### src/hw/rtl/rap_pkg.sv
`default_nettype none
// ----------------------------------------------------------------------------
// rap_pkg: shared types and constants for the IEEE round-and-pack pipeline
// Stage records, format constants, class and rounding direction codes.
// ----------------------------------------------------------------------------
package rap_pkg;

  localparam int SigW = 128;

  // Value classes.
  localparam logic [1:0] CLS_ZERO = 2'd0;
  localparam logic [1:0] CLS_INF  = 2'd1;
  localparam logic [1:0] CLS_NAN  = 2'd2;
  localparam logic [1:0] CLS_FIN  = 2'd3;

  // Rounding directions.
  localparam logic [1:0] RND_NEAR = 2'd0;
  localparam logic [1:0] RND_ZERO = 2'd1;
  localparam logic [1:0] RND_POS  = 2'd2;
  localparam logic [1:0] RND_NEG  = 2'd3;

  // Register addresses (register index taken from paddr[2]).
  localparam logic ADDR_DIR = 1'b0;

  // Format constants.
  localparam logic signed [17:0] SGL_BIAS = 18'sd127;
  localparam logic signed [17:0] DBL_BIAS = 18'sd1023;
  localparam logic signed [17:0] SGL_EMAX = 18'sd255;
  localparam logic signed [17:0] DBL_EMAX = 18'sd2047;
  // Right shift that leaves fraction bits plus the hidden bit in a normal value.
  localparam logic [17:0] SGL_RBASE = 18'd104;
  localparam logic [17:0] DBL_RBASE = 18'd75;
  localparam logic [7:0]  R_MAX     = 8'd129;

  typedef struct packed {
    logic               dbl;
    logic               sgn;
    logic [1:0]         cls;
    logic [1:0]         dir;
    logic signed [17:0] e;
    logic               tiny;
    logic [7:0]         r;
    logic [SigW-1:0]    sig;
    logic               stin;
  } rap_s1_t;

  typedef struct packed {
    logic               dbl;
    logic               sgn;
    logic [1:0]         cls;
    logic [1:0]         dir;
    logic signed [17:0] e;
    logic               tiny;
    logic [53:0]        kept;
    logic               rb;
    logic               st;
    logic               inx;
    logic               inc;
    logic [51:0]        nan_frac;
  } rap_s2_t;

endpackage
`default_nettype wire

### src/hw/rtl/rap_prep.sv
`default_nettype none
// ----------------------------------------------------------------------------
// rap_prep: first stage, biased exponent and denormalizing shift
// Adds the bias, flags tiny values and works out the total right shift.
// ----------------------------------------------------------------------------
module rap_prep (
  input  wire logic                clk,
  input  wire logic                rst,
  input  wire logic                in_valid,
  input  wire logic                dbl,
  input  wire logic                sgn,
  input  wire logic [1:0]          cls,
  input  wire logic [1:0]          dir,
  input  wire logic signed [15:0]  expo,
  input  wire logic [127:0]        sig,
  input  wire logic                stin,
  output logic                     s1_valid,
  output rap_pkg::rap_s1_t         s1
);
  import rap_pkg::*;

  logic signed [17:0] e_c;
  logic               tiny_c;
  logic [17:0]        diff_c;
  logic [7:0]         r_c;

  always_comb begin
    e_c    = 18'(expo) + (dbl ? DBL_BIAS : SGL_BIAS);
    tiny_c = (e_c <= 18'sd0);
    // Shift for tiny values grows by 1 - e; it saturates past the significand.
    diff_c = (dbl ? DBL_RBASE : SGL_RBASE) + (tiny_c ? 18'(18'sd1 - e_c) : 18'd0);
    r_c    = (diff_c > 18'(R_MAX)) ? R_MAX : diff_c[7:0];
  end

  always_ff @(posedge clk) begin
    if (rst) begin
      s1_valid <= 1'b0;
    end else begin
      s1_valid <= in_valid;
    end
    s1.dbl  <= dbl;
    s1.sgn  <= sgn;
    s1.cls  <= cls;
    s1.dir  <= dir;
    s1.e    <= e_c;
    s1.tiny <= tiny_c;
    s1.r    <= r_c;
    s1.sig  <= sig;
    s1.stin <= stin;
  end

endmodule
`default_nettype wire

### src/hw/rtl/rap_align.sv
`default_nettype none
// ----------------------------------------------------------------------------
// rap_align: second stage, alignment and rounding decision
// Extracts the kept bits, round bit and sticky bit and decides the increment.
// ----------------------------------------------------------------------------
module rap_align (
  input  wire logic        clk,
  input  wire logic        rst,
  input  wire logic        s1_valid,
  input  rap_pkg::rap_s1_t s1,
  output logic             s2_valid,
  output rap_pkg::rap_s2_t s2
);
  import rap_pkg::*;

  logic [SigW-1:0] kept_w;
  logic [SigW-1:0] rb_w;
  logic [SigW-1:0] lo_w;
  logic            rb_c;
  logic            st_c;
  logic            inx_c;
  logic            inc_c;
  logic [51:0]     nan_c;

  always_comb begin
    kept_w = s1.sig >> s1.r;
    rb_w   = s1.sig >> (s1.r - 8'd1);
    rb_c   = rb_w[0];
    // Bits below the round bit survive a left shift by 129 - r.
    lo_w   = s1.sig << (R_MAX - s1.r);
    st_c   = (lo_w != '0) || s1.stin;
    inx_c  = rb_c || st_c;
    case (s1.dir)
      RND_NEAR: inc_c = rb_c;
      RND_ZERO: inc_c = 1'b0;
      RND_POS:  inc_c = !s1.sgn && inx_c;
      RND_NEG:  inc_c = s1.sgn && inx_c;
      default:  inc_c = 1'b0;
    endcase
    if (s1.dbl) begin
      nan_c = {1'b1, s1.sig[125:75]};
    end else begin
      nan_c = {29'd0, 1'b1, s1.sig[125:104]};
    end
  end

  always_ff @(posedge clk) begin
    if (rst) begin
      s2_valid <= 1'b0;
    end else begin
      s2_valid <= s1_valid;
    end
    s2.dbl      <= s1.dbl;
    s2.sgn      <= s1.sgn;
    s2.cls      <= s1.cls;
    s2.dir      <= s1.dir;
    s2.e        <= s1.e;
    s2.tiny     <= s1.tiny;
    s2.kept     <= kept_w[53:0];
    s2.rb       <= rb_c;
    s2.st       <= st_c;
    s2.inx      <= inx_c;
    s2.inc      <= inc_c;
    s2.nan_frac <= nan_c;
  end

endmodule
`default_nettype wire

### src/hw/rtl/rap_pack.sv
`default_nettype none
// ----------------------------------------------------------------------------
// rap_pack: third stage, increment, range checks and packing
// Applies the increment, handles carries, overflow and underflow, packs.
// ----------------------------------------------------------------------------
module rap_pack (
  input  wire logic        clk,
  input  wire logic        rst,
  input  wire logic        s2_valid,
  input  rap_pkg::rap_s2_t s2,
  output logic             done,
  output logic [63:0]      packed_value,
  output logic             inexact_flag,
  output logic             underflow_flag,
  output logic             overflow_flag
);
  import rap_pkg::*;

  logic [53:0]        sum_c;
  logic               carry_n;
  logic               carry_t;
  logic signed [17:0] e_c;
  logic signed [17:0] emax_c;
  logic [51:0]        fmask_c;
  logic [10:0]        expf_c;
  logic [51:0]        frac_c;
  logic               inx_c;
  logic               unf_c;
  logic               ovf_c;
  logic               to_inf;
  logic [63:0]        word_c;

  always_comb begin
    sum_c = s2.kept + 54'(s2.inc);
    if (s2.dir == RND_NEAR && s2.rb && !s2.st) begin
      sum_c[0] = 1'b0;
    end
    carry_n = s2.dbl ? sum_c[53] : sum_c[24];
    carry_t = s2.dbl ? sum_c[52] : sum_c[23];
    emax_c  = s2.dbl ? DBL_EMAX : SGL_EMAX;
    fmask_c = s2.dbl ? {52{1'b1}} : {29'd0, {23{1'b1}}};
    e_c     = s2.e + 18'(carry_n);
    inx_c   = 1'b0;
    unf_c   = 1'b0;
    ovf_c   = 1'b0;
    to_inf  = 1'b0;
    expf_c  = '0;
    frac_c  = '0;
    case (s2.cls)
      CLS_ZERO: begin
        expf_c = '0;
      end
      CLS_INF: begin
        to_inf = 1'b1;
      end
      CLS_NAN: begin
        expf_c = emax_c[10:0];
        frac_c = s2.nan_frac;
      end
      default: begin
        inx_c = s2.inx;
        if (s2.tiny) begin
          if (carry_t) begin
            expf_c = 11'd1;
            unf_c  = 1'b1;
          end else begin
            unf_c  = s2.inx;
            frac_c = sum_c[51:0] & fmask_c;
          end
        end else if (e_c >= emax_c) begin
          ovf_c = 1'b1;
          inx_c = 1'b1;
          if (s2.dir == RND_NEAR || (s2.dir == RND_POS && !s2.sgn) ||
              (s2.dir == RND_NEG && s2.sgn)) begin
            to_inf = 1'b1;
          end else begin
            expf_c = 11'(emax_c - 18'sd1);
            frac_c = fmask_c;
          end
        end else begin
          expf_c = e_c[10:0];
          frac_c = carry_n ? 52'd0 : (sum_c[51:0] & fmask_c);
        end
      end
    endcase
    if (to_inf) begin
      expf_c = emax_c[10:0];
      frac_c = '0;
    end
    if (s2.dbl) begin
      word_c = {s2.sgn, expf_c, frac_c};
    end else begin
      word_c = {32'd0, s2.sgn, expf_c[7:0], frac_c[22:0]};
    end
  end

  always_ff @(posedge clk) begin
    if (rst) begin
      done <= 1'b0;
    end else begin
      done <= s2_valid;
    end
    packed_value   <= word_c;
    inexact_flag   <= inx_c;
    underflow_flag <= unf_c;
    overflow_flag  <= ovf_c;
  end

endmodule
`default_nettype wire

### src/hw/rtl/ieee_round_and_pack.sv
`default_nettype none
// ----------------------------------------------------------------------------
// ieee_round_and_pack: rounds an unpacked value and packs it to IEEE format
// Three-stage pipeline producing a single or double word plus flags.
// ----------------------------------------------------------------------------
//
//   Channel   Handshake                      Payload
//   ------    ---------------------------    ---------------------------------
//   input     start & !busy                  mode, sign, value_class, exponent,
//                                            sig_high, sig_low, sig_sticky
//   result    done (one-cycle strobe)        packed_value, inexact_flag,
//                                            underflow_flag, overflow_flag
//   config    APB write, psel&penable&pwrite round_direction at address 0
//
// A new beat can be accepted every cycle: the three register stages
// (exponent prep, alignment shifts, increment and pack) each hold one beat,
// and the result strobe is registered in the last stage with the result.
// busy is never raised, because the receiver cannot hold results off and the
// pipeline therefore never stalls.
// Synchronous reset clears the stage valid bits and sets the rounding
// direction to nearest even; payload registers are not reset.
// The rounding direction should only be written while no beat is in flight.
//
module ieee_round_and_pack (
  input  wire logic               clk,
  input  wire logic               rst,
  // Command interface.
  input  wire logic               start,
  output logic                    busy,
  input  wire logic               mode,
  input  wire logic               sign,
  input  wire logic [1:0]         value_class,
  input  wire logic signed [15:0] exponent,
  input  wire logic [63:0]        sig_high,
  input  wire logic [63:0]        sig_low,
  input  wire logic               sig_sticky,
  // Results.
  output logic                    done,
  output logic [63:0]             packed_value,
  output logic                    inexact_flag,
  output logic                    underflow_flag,
  output logic                    overflow_flag,
  // Configuration port.
  input  wire logic               psel,
  input  wire logic               penable,
  input  wire logic               pwrite,
  input  wire logic [2:0]         paddr,
  input  wire logic [31:0]        pwdata,
  output logic [31:0]             prdata,
  output logic                    pready
);
  import rap_pkg::*;

  logic             round_direction;
  logic [1:0]       dir;
  logic             accept;
  logic             s1_valid;
  rap_s1_t          s1;
  logic             s2_valid;
  rap_s2_t          s2;

  // The pipeline never backs up, so it is always ready for a new beat.
  assign busy   = 1'b0;
  assign accept = start && !busy;
  assign pready = 1'b1;

  // Register index is paddr[2]; only index zero exists.
  always_ff @(posedge clk) begin
    if (rst) begin
      dir <= RND_NEAR;
    end else if (psel && penable && pwrite && pready && paddr[2] == ADDR_DIR) begin
      dir <= pwdata[1:0];
    end
  end

  assign round_direction = (paddr[2] == ADDR_DIR);
  assign prdata = round_direction ? {30'd0, dir} : 32'd0;

  rap_prep u_prep (
    .clk      (clk),
    .rst      (rst),
    .in_valid (accept),
    .dbl      (mode),
    .sgn      (sign),
    .cls      (value_class),
    .dir      (dir),
    .expo     (exponent),
    .sig      ({sig_high, sig_low}),
    .stin     (sig_sticky),
    .s1_valid (s1_valid),
    .s1       (s1)
  );

  rap_align u_align (
    .clk      (clk),
    .rst      (rst),
    .s1_valid (s1_valid),
    .s1       (s1),
    .s2_valid (s2_valid),
    .s2       (s2)
  );

  rap_pack u_pack (
    .clk            (clk),
    .rst            (rst),
    .s2_valid       (s2_valid),
    .s2             (s2),
    .done           (done),
    .packed_value   (packed_value),
    .inexact_flag   (inexact_flag),
    .underflow_flag (underflow_flag),
    .overflow_flag  (overflow_flag)
  );

  // A result strobe always traces back to an accepted beat.
  a_done_latency: assert property (@(posedge clk) disable iff (rst)
    done |-> $past(accept, 3))
    else $error("result strobe without a matching accepted beat");

  // Overflow always implies an inexact result.
  a_ovf_inexact: assert property (@(posedge clk) disable iff (rst)
    (done && overflow_flag) |-> inexact_flag)
    else $error("overflow reported without inexact");

  // A value cannot both overflow and underflow.
  a_ovf_unf: assert property (@(posedge clk) disable iff (rst)
    done |-> !(overflow_flag && underflow_flag))
    else $error("overflow and underflow both reported");

  // Single precision results leave the upper word clear.
  a_single_upper: assert property (@(posedge clk) disable iff (rst)
    (accept && !mode) |-> ##3 (packed_value[63:32] == 32'd0))
    else $error("single precision result with upper bits set");

endmodule
`default_nettype wire
### config.mk
export PLATFORM = sky130hd
export DESIGN_NAME = ieee_round_and_pack
export DESIGN_NICKNAME = d
export VERILOG_FILES = /design/src/hw/rtl/rap_pkg.sv /design/src/hw/rtl/rap_prep.sv /design/src/hw/rtl/rap_align.sv /design/src/hw/rtl/rap_pack.sv /design/src/hw/rtl/ieee_round_and_pack.sv
export SDC_FILE = /design/constraint.sdc
export NUM_CORES = 2
export LEC_CHECK = 0
export BUFFER_PORTS_ARGS = -buffer_cell sky130_fd_sc_hd__buf_2
export CAP_MARGIN = 30
export CORE_MARGIN = 3
export CORE_UTILIZATION = 62
export CTS_CLUSTER_DIAMETER = 50
export DETAILED_ROUTE_END_ITERATION = 12
export MAX_ROUTING_LAYER = met4
export PLACE_DENSITY = 0.83
export RECOVER_POWER = 50
export SETUP_SLACK_MARGIN = 0.15
export SLEW_MARGIN = 5
export SYNTH_ARGS = -nofsm -noshare
export SYNTH_HDL_FRONTEND = slang
export SYNTH_SLANG_ARGS = --single-unit
export TNS_END_PERCENT = 30
### constraint.sdc
create_clock -name clk -period 9.31 [get_ports clk]
set_input_delay 0.4655 -clock clk [delete_from_list [all_inputs] [get_ports clk]]
set_output_delay 0.4655 -clock clk [all_outputs]
set_load 0.005 [all_outputs]
Yosys cells after proc, flatten, opt, wreduce, memory -nomap -nowiden
Cells that the tools add are included.
{ "totals": {"regBits": 369, "inputBits": 190, "elab_cells": 116} }
{ "op_classes": {"add_sub_neg": 8, "order_cmp": 3, "eq_ne": 7, "shifts": 3, "mux": 33, "n_bitwise": 4, "reduce_logical": 26} }
{ "ops": {"columns": ["operator", "count"], "rows": [
  ["$mux 52", 7],
  ["$reduce_bool 128->1", 1],
  ["$shl 128x8->128", 1],
  ["$shr 128x8->1", 1],
  ["$shr 128x8->54", 1],
  ["$pmux 52 s2", 1],
  ["$mux 32", 2],
  ["$mux 11", 5],
  ["$add 54x1->54", 1],
  ["$and 52x52->52", 1],
  ["$pmux 11 s2", 1],
  ["$add 18x1->18", 1],
  ["$add 18x18->18", 1],
  ["$ge 18x18->1", 1],
  ["$gt 18x8->1 const B", 1],
  ["$le 18x1->1 const B", 1],
  ["$mux 18", 1],
  ["$sub 2x18->18 const A", 1],
  ["$add 16x11->17", 1],
  ["$mux 1", 11],
  ["$sub 11x2->11 const B", 1],
  ["$eq 2x2->1 const B", 5],
  ["$mux 10", 1],
  ["$logic_and 1x1->1", 9],
  ["other kinds (14)", 27]
]} }

Longest topological paths before layout
{ "depth": {"word_depth": 11, "depth_mapped": 23, "ltp_nobuf": 21} }

Modules after synthesis
A second synthesis with hierarchy kept.
{ "hier_totals": {"cells_unflattened": 3439, "area_unflattened_um2": 28751.3} }
{ "by_module_without_submodules": {"columns": ["mod", "n_inst", "cells_per_inst", "area_each_um2", "seq_area_each_um2"], "rows": [
  ["rap_align", 1, 2358, 18625.4, 2702.6],
  ["rap_prep", 1, 416, 4989.8, 3243.1],
  ["rap_pack", 1, 620, 4775.8, 1361.3],
  ["ieee_round_and_pack", 1, 45, 360.3, 40.0]
]} }

Least setup slack after synthesis
OpenSTA, ideal clock, no wires.
{ "synth_path": {"path_kind": "reg-to-reg", "startpoint": "register u_align.s2[93] (netlist name)", "endpoint": "register u_pack.packed_value[35]", "arrival_ns": 5.142, "slack_ns": 4.054, "path_stages_with_launch": 22, "path_buffers": 1, "synth_period_minus_slack_ns": 5.256, "cell_sequence": "dfxtp_1 > and4_1 > nand4_1 > nor4_2 > and4_1 > nor3_1 > a211oi_1 > ha_1 > ha_1 > and2_1 > nand3_1 > xnor2_1 > ha_1 > nand4_1 > o41ai_1 > a21oi_1 > o211ai_1 > a21oi_2 > o311ai_2 > clkbuf_1 > a21oi_1 > a21o_1"} }
{ "synth_via": {"elab_chain_len": 8, "word_cells_on_any_way": 14, "cone_classes": "add/sub: 2; order compare: 1; mux: 10; reduce/logical: 1"} }
{ "synth_lines": {"columns": ["item", "line_no", "text"], "rows": [
  ["$add 54x1->54 *", "rap_pack.sv:34", "sum_c = s2.kept + 54'(s2.inc);"],
  ["$mux 1", "rap_pack.sv:38", "carry_n = s2.dbl ? sum_c[53] : sum_c[24];"],
  ["$add 18x1->18", "rap_pack.sv:42", "e_c = s2.e + 18'(carry_n);"],
  ["$ge 18x18->1", "rap_pack.sv:70", "end else if (e_c >= emax_c) begin"],
  ["$mux 1", "rap_pack.sv:70", null],
  ["$mux 1", "rap_pack.sv:62", "if (s2.tiny) begin"],
  ["$pmux 1 s2", "rap_pack.sv:49", "case (s2.cls)"],
  ["$reduce_or 2->1 (no source line)", null, null],
  ["end signal, assigned", "rap_pack.sv:103", "packed_value <= word_c;"],
  ["end, declared", "rap_pack.sv:12", "output logic [63:0] packed_value,"]
]} }
Every way passes the cells marked *; elsewhere a longest branch is shown, timed or not.
A chain may end at the register's enable or synchronous reset.

==> results.toml <==
[outcome]
run_status = "complete, but fails checks"
violations = "max-capacitance violations, max-slew violations"

[synth]
ranking_of_synthesized_cells_by_area = "dfxtp_1, mux2i_1, mux4_2"
async_flop_share_pct = 0
seq_total_area_yosys_pct = 25.65
synth_area_leader_cell = "dfxtp_1"
number_of_enable_type_register_cells_in_the_synthesized_netlist = 0
synth.lib_cells_used.distinct = 103
synthesis.area_per_instance_um2 = 8.586
syn_area_um2 = 28570
yosys_most_used_dff = "dfxtp_1"
synth.ff_latch_count = 366
synth-warning-count = 0
yosys.area.top_type_share_pct = 25.65
syn-instance-count = 3327

[global_routing]
grt_pass1_wl_um = 155400
grt_antenna_before_repair = 4
grt_pass1_vias = 26250
grt_use_total_pct = 42.35
grt_max_degree = 142
globalRouteOverflowTotal = 0

[worst_setup_path]
critical_path_required_ps = 9790
worst-path-max-fanout = 38
crit_path_frequent_cell = "ha_1"
critical_path.endpoint_type = "register"
worst-r2r-setup-slack_ps = 2420
cp_top_family = "compound AO/OA/AOI/OAI gates"
regToRegEndpoint = "u_pack.packed_value[29]$_DFF_P_"
setup.worst_path.start_class = "register"
worst_ep_arrival_time_ps = 7370
standard_cell_with_the_maximum_stage_delay_on_the_critical_path = "clkbuf_1"
worst_path_largest_cell_delay_ps = 1160
r2r_cells = 18
path_class = "reg2reg"
path_buf_inv = 3
critical_path.cell_chain = "clkbuf_1, inv_1, a211oi_1, ha_1, ha_1, and2_1, nand3_1, xnor2_1, ha_1, nand4_1, o41ai_1, a21oi_1, o211ai_1, buf_4, a21oi_2, o311ai_2, a21oi_1, a2111o_1"
worst_r2r_src = "u_align.s2[51]$_DFF_P_"

[floorplanning]
io_pins = 292
core-area_um2 = 45480
row_count = 78
die_width_um = 220.7
die_area_um2 = 48690
fp.dieH_um = 220.7
floorplan.initialDensity_pct = 62.81

[finish]
syn2layout_area_growth_pct = 12.87
final_layout_size_suffix_gt1_share_pct = 19.40
stdcell_area_um2 = 32240
design.final.nets = 3704
most-common-layout-cells = "nor2_1, mux2i_1, dfxtp_1, nand2_1, a21oi_1"
final_common_cell = "nor2_1"

[clock_network]
clk_pin_slew_worst_paths_ps = 60
postCtsSetupRepairBufs = 0
cts.root.buffer_cell = "clkbuf_16"
hold_buf_count_cts = 131
clock_tree_from_tritoncts = "built"
post_cts_gate_resize_count = 0
worstSkewPairLatency_ps = 610
cts_made_buffers = 41
cts_htree_levels = 2
clock_sink_count = 366
cts.path.max_buffers = 3

[power_and_ir_drop]
power-per-cell-area_nw_per_um2 = 181.7
cellLeakagePower_nw = 12.85
vdd_ir_drop_max_mv = 0.1734

[sta]
rsz0062_at_grt = "no"
timing.clock.skew_ps = 55.55
timing.max_slew.rel_slack_pct = -69.30
sum_neg_setup_slack_ps = 0
final_setup_violation_count = 0
report.final.hold_viol_count = 0
fmax_ghz = 0.1451
timing.final.max_slew_violations = 93
layout_worst_path_cycle_share_pct = 74.02
slew_at_the_pin_closest_to_its_max_slew_limit_ps = 2539
shortest_period_the_worst_path_allows_ps = 6891

[worst_hold_path]
worst_hold_startpoint = "sig_low[60]"
timing.hold.worst_endpoint = "u_prep.s1[61]$_DFF_P_"
min_path_type = "in2reg"
hold_depth = 1

[detailed_routing]
detailedRoute.firstPassIterationCount = 8
overall_via_count_from_detail_route = 28080
drt-vias-per-instance = 6.806
post-route-drc-count = 0
drtIter0Drc = 3948
routedWlPerCell_um = 25.28
drt.antenna.violating_nets = 0
drt-total-wl_um = 104300

[placement]
dp.final_hpwl_um = 73980
postPlaceCellArea_um2 = 29480
gp_congestion = 1.061
placement.io_buffers = 227

[run]
max-cap-violations = 2
[cell families (layout without fill, tap and decap cells)]
kind of cell / count (synthesis) / after routing / synth area share [%]
fa+ha+maj: 25 / 25 / 1.121
flops: 366 / 366 / 25.65
mux: 667 / 667 / 30.29
other cells: 2 / 38 / 0.02629
compound gates: 722 / 722 / 16.56
xor+xnor: 97 / 97 / 3.049
simple gates: 1082 / 1082 / 17.34
buf+inv: 366 / 529 / 5.966
[layer usage]
metal	wire length, um	part of all wire (%)	GRT usage [%]	up-vias
met5	0	0	-	-
met1	40150	38	53.19	13210
met2	45970	44	64.58	1908
li1	-	-	-	12520
met3	11830	11	9.475	445
met4	6346	6.1	21.07	0
[state kept, by name, indices dropped and copies added (netlist names)]
| signal | cells |
|---|---|
| u_pack.overflow_flag | 1 |
| u_align.s2_valid | 1 |
| u_prep.s1_valid | 1 |
| u_pack.underflow_flag | 1 |
| u_prep.s1 | 161 |
| dir | 2 |
| u_pack.packed_value | 64 |
| u_align.s2 | 133 |
| u_pack.inexact_flag | 1 |
| u_pack.done | 1 |
[cell usage after synthesis, drive strengths merged (11+ instances only)]
cell type  count
xor2          38
mux4         142
clkbuf       157
mux2         160
inv           51
a31oi         40
o31ai         14
nand2b        20
a32oi         11
o32ai         18
nand3         74
xnor2         58
nor2b         19
a21oi        227
a21o          23
ha            24
o21ai        137
and4          14
a211oi        76
nor3          62
nand4         35
o211ai        17
mux2i        365
a2111oi       12
nand2        283
or3           31
dfxtp        366
nor2         425
or2           15
and2          52
nor4          15
and3          17
buf          157
o22ai         26
[report_power, final]
part           internal (mW)  switching (mW)
Combinational          0.939            1.37
Clock                  0.960           0.724
Sequential              1.68           0.179
Total                   3.58            2.28
[worst max path at each step]
stage | startpoint | endpoint | slack (ps) | cells past startpoint
after floorplan | u_align.s2[93]$_SDFF_PP0_ | u_pack.packed_value[35]$_SDFF_PP0_ | 4050 | 21
after global placement | u_align.s2[69]$_SDFF_PP0_ | u_pack.packed_value[29]$_DFF_P_ | 2720 | 21
after detailed placement | u_align.s2[69]$_SDFF_PP0_ | u_pack.packed_value[29]$_DFF_P_ | 3010 | 21
after CTS | u_align.s2[69]$_SDFF_PP0_ | u_pack.packed_value[29]$_DFF_P_ | 2920 | 21
after global routing | u_align.s2[51]$_DFF_P_ | u_pack.packed_value[28]$_DFF_P_ | 1920 | 18
final | u_align.s2[51]$_DFF_P_ | u_pack.packed_value[29]$_DFF_P_ | 2420 | 18
[per-stage QoR]
step	total power [mW]	instances	setup slack, ps	utilization, %	hold slack [ps]
after global placement	4.012	3911	2723	64.79	312.9
final	5.858	4126	2419	70.90	75.36
after CTS	5.758	4118	2924	70.82	7.131
after global routing	6.079	4124	1919	70.88	78.69
after floorplan	3.445	3357	4054	-	309.6
after detailed placement	4.047	3913	3011	64.83	316.4
[area by class of cell]
cell class / count / area (um2)
multi-input combinational: 2625 / 19680
fill: 3480 / 13240
sequential: 366 / 7347
timing repair buffer: 403 / 2830
clock buffer: 51 / 1114
tap: 600 / 750.7
clock inverter: 23 / 301.5
inverter: 52 / 200.2
antenna: 6 / 15.01
(Power assumes the default switching activity.)
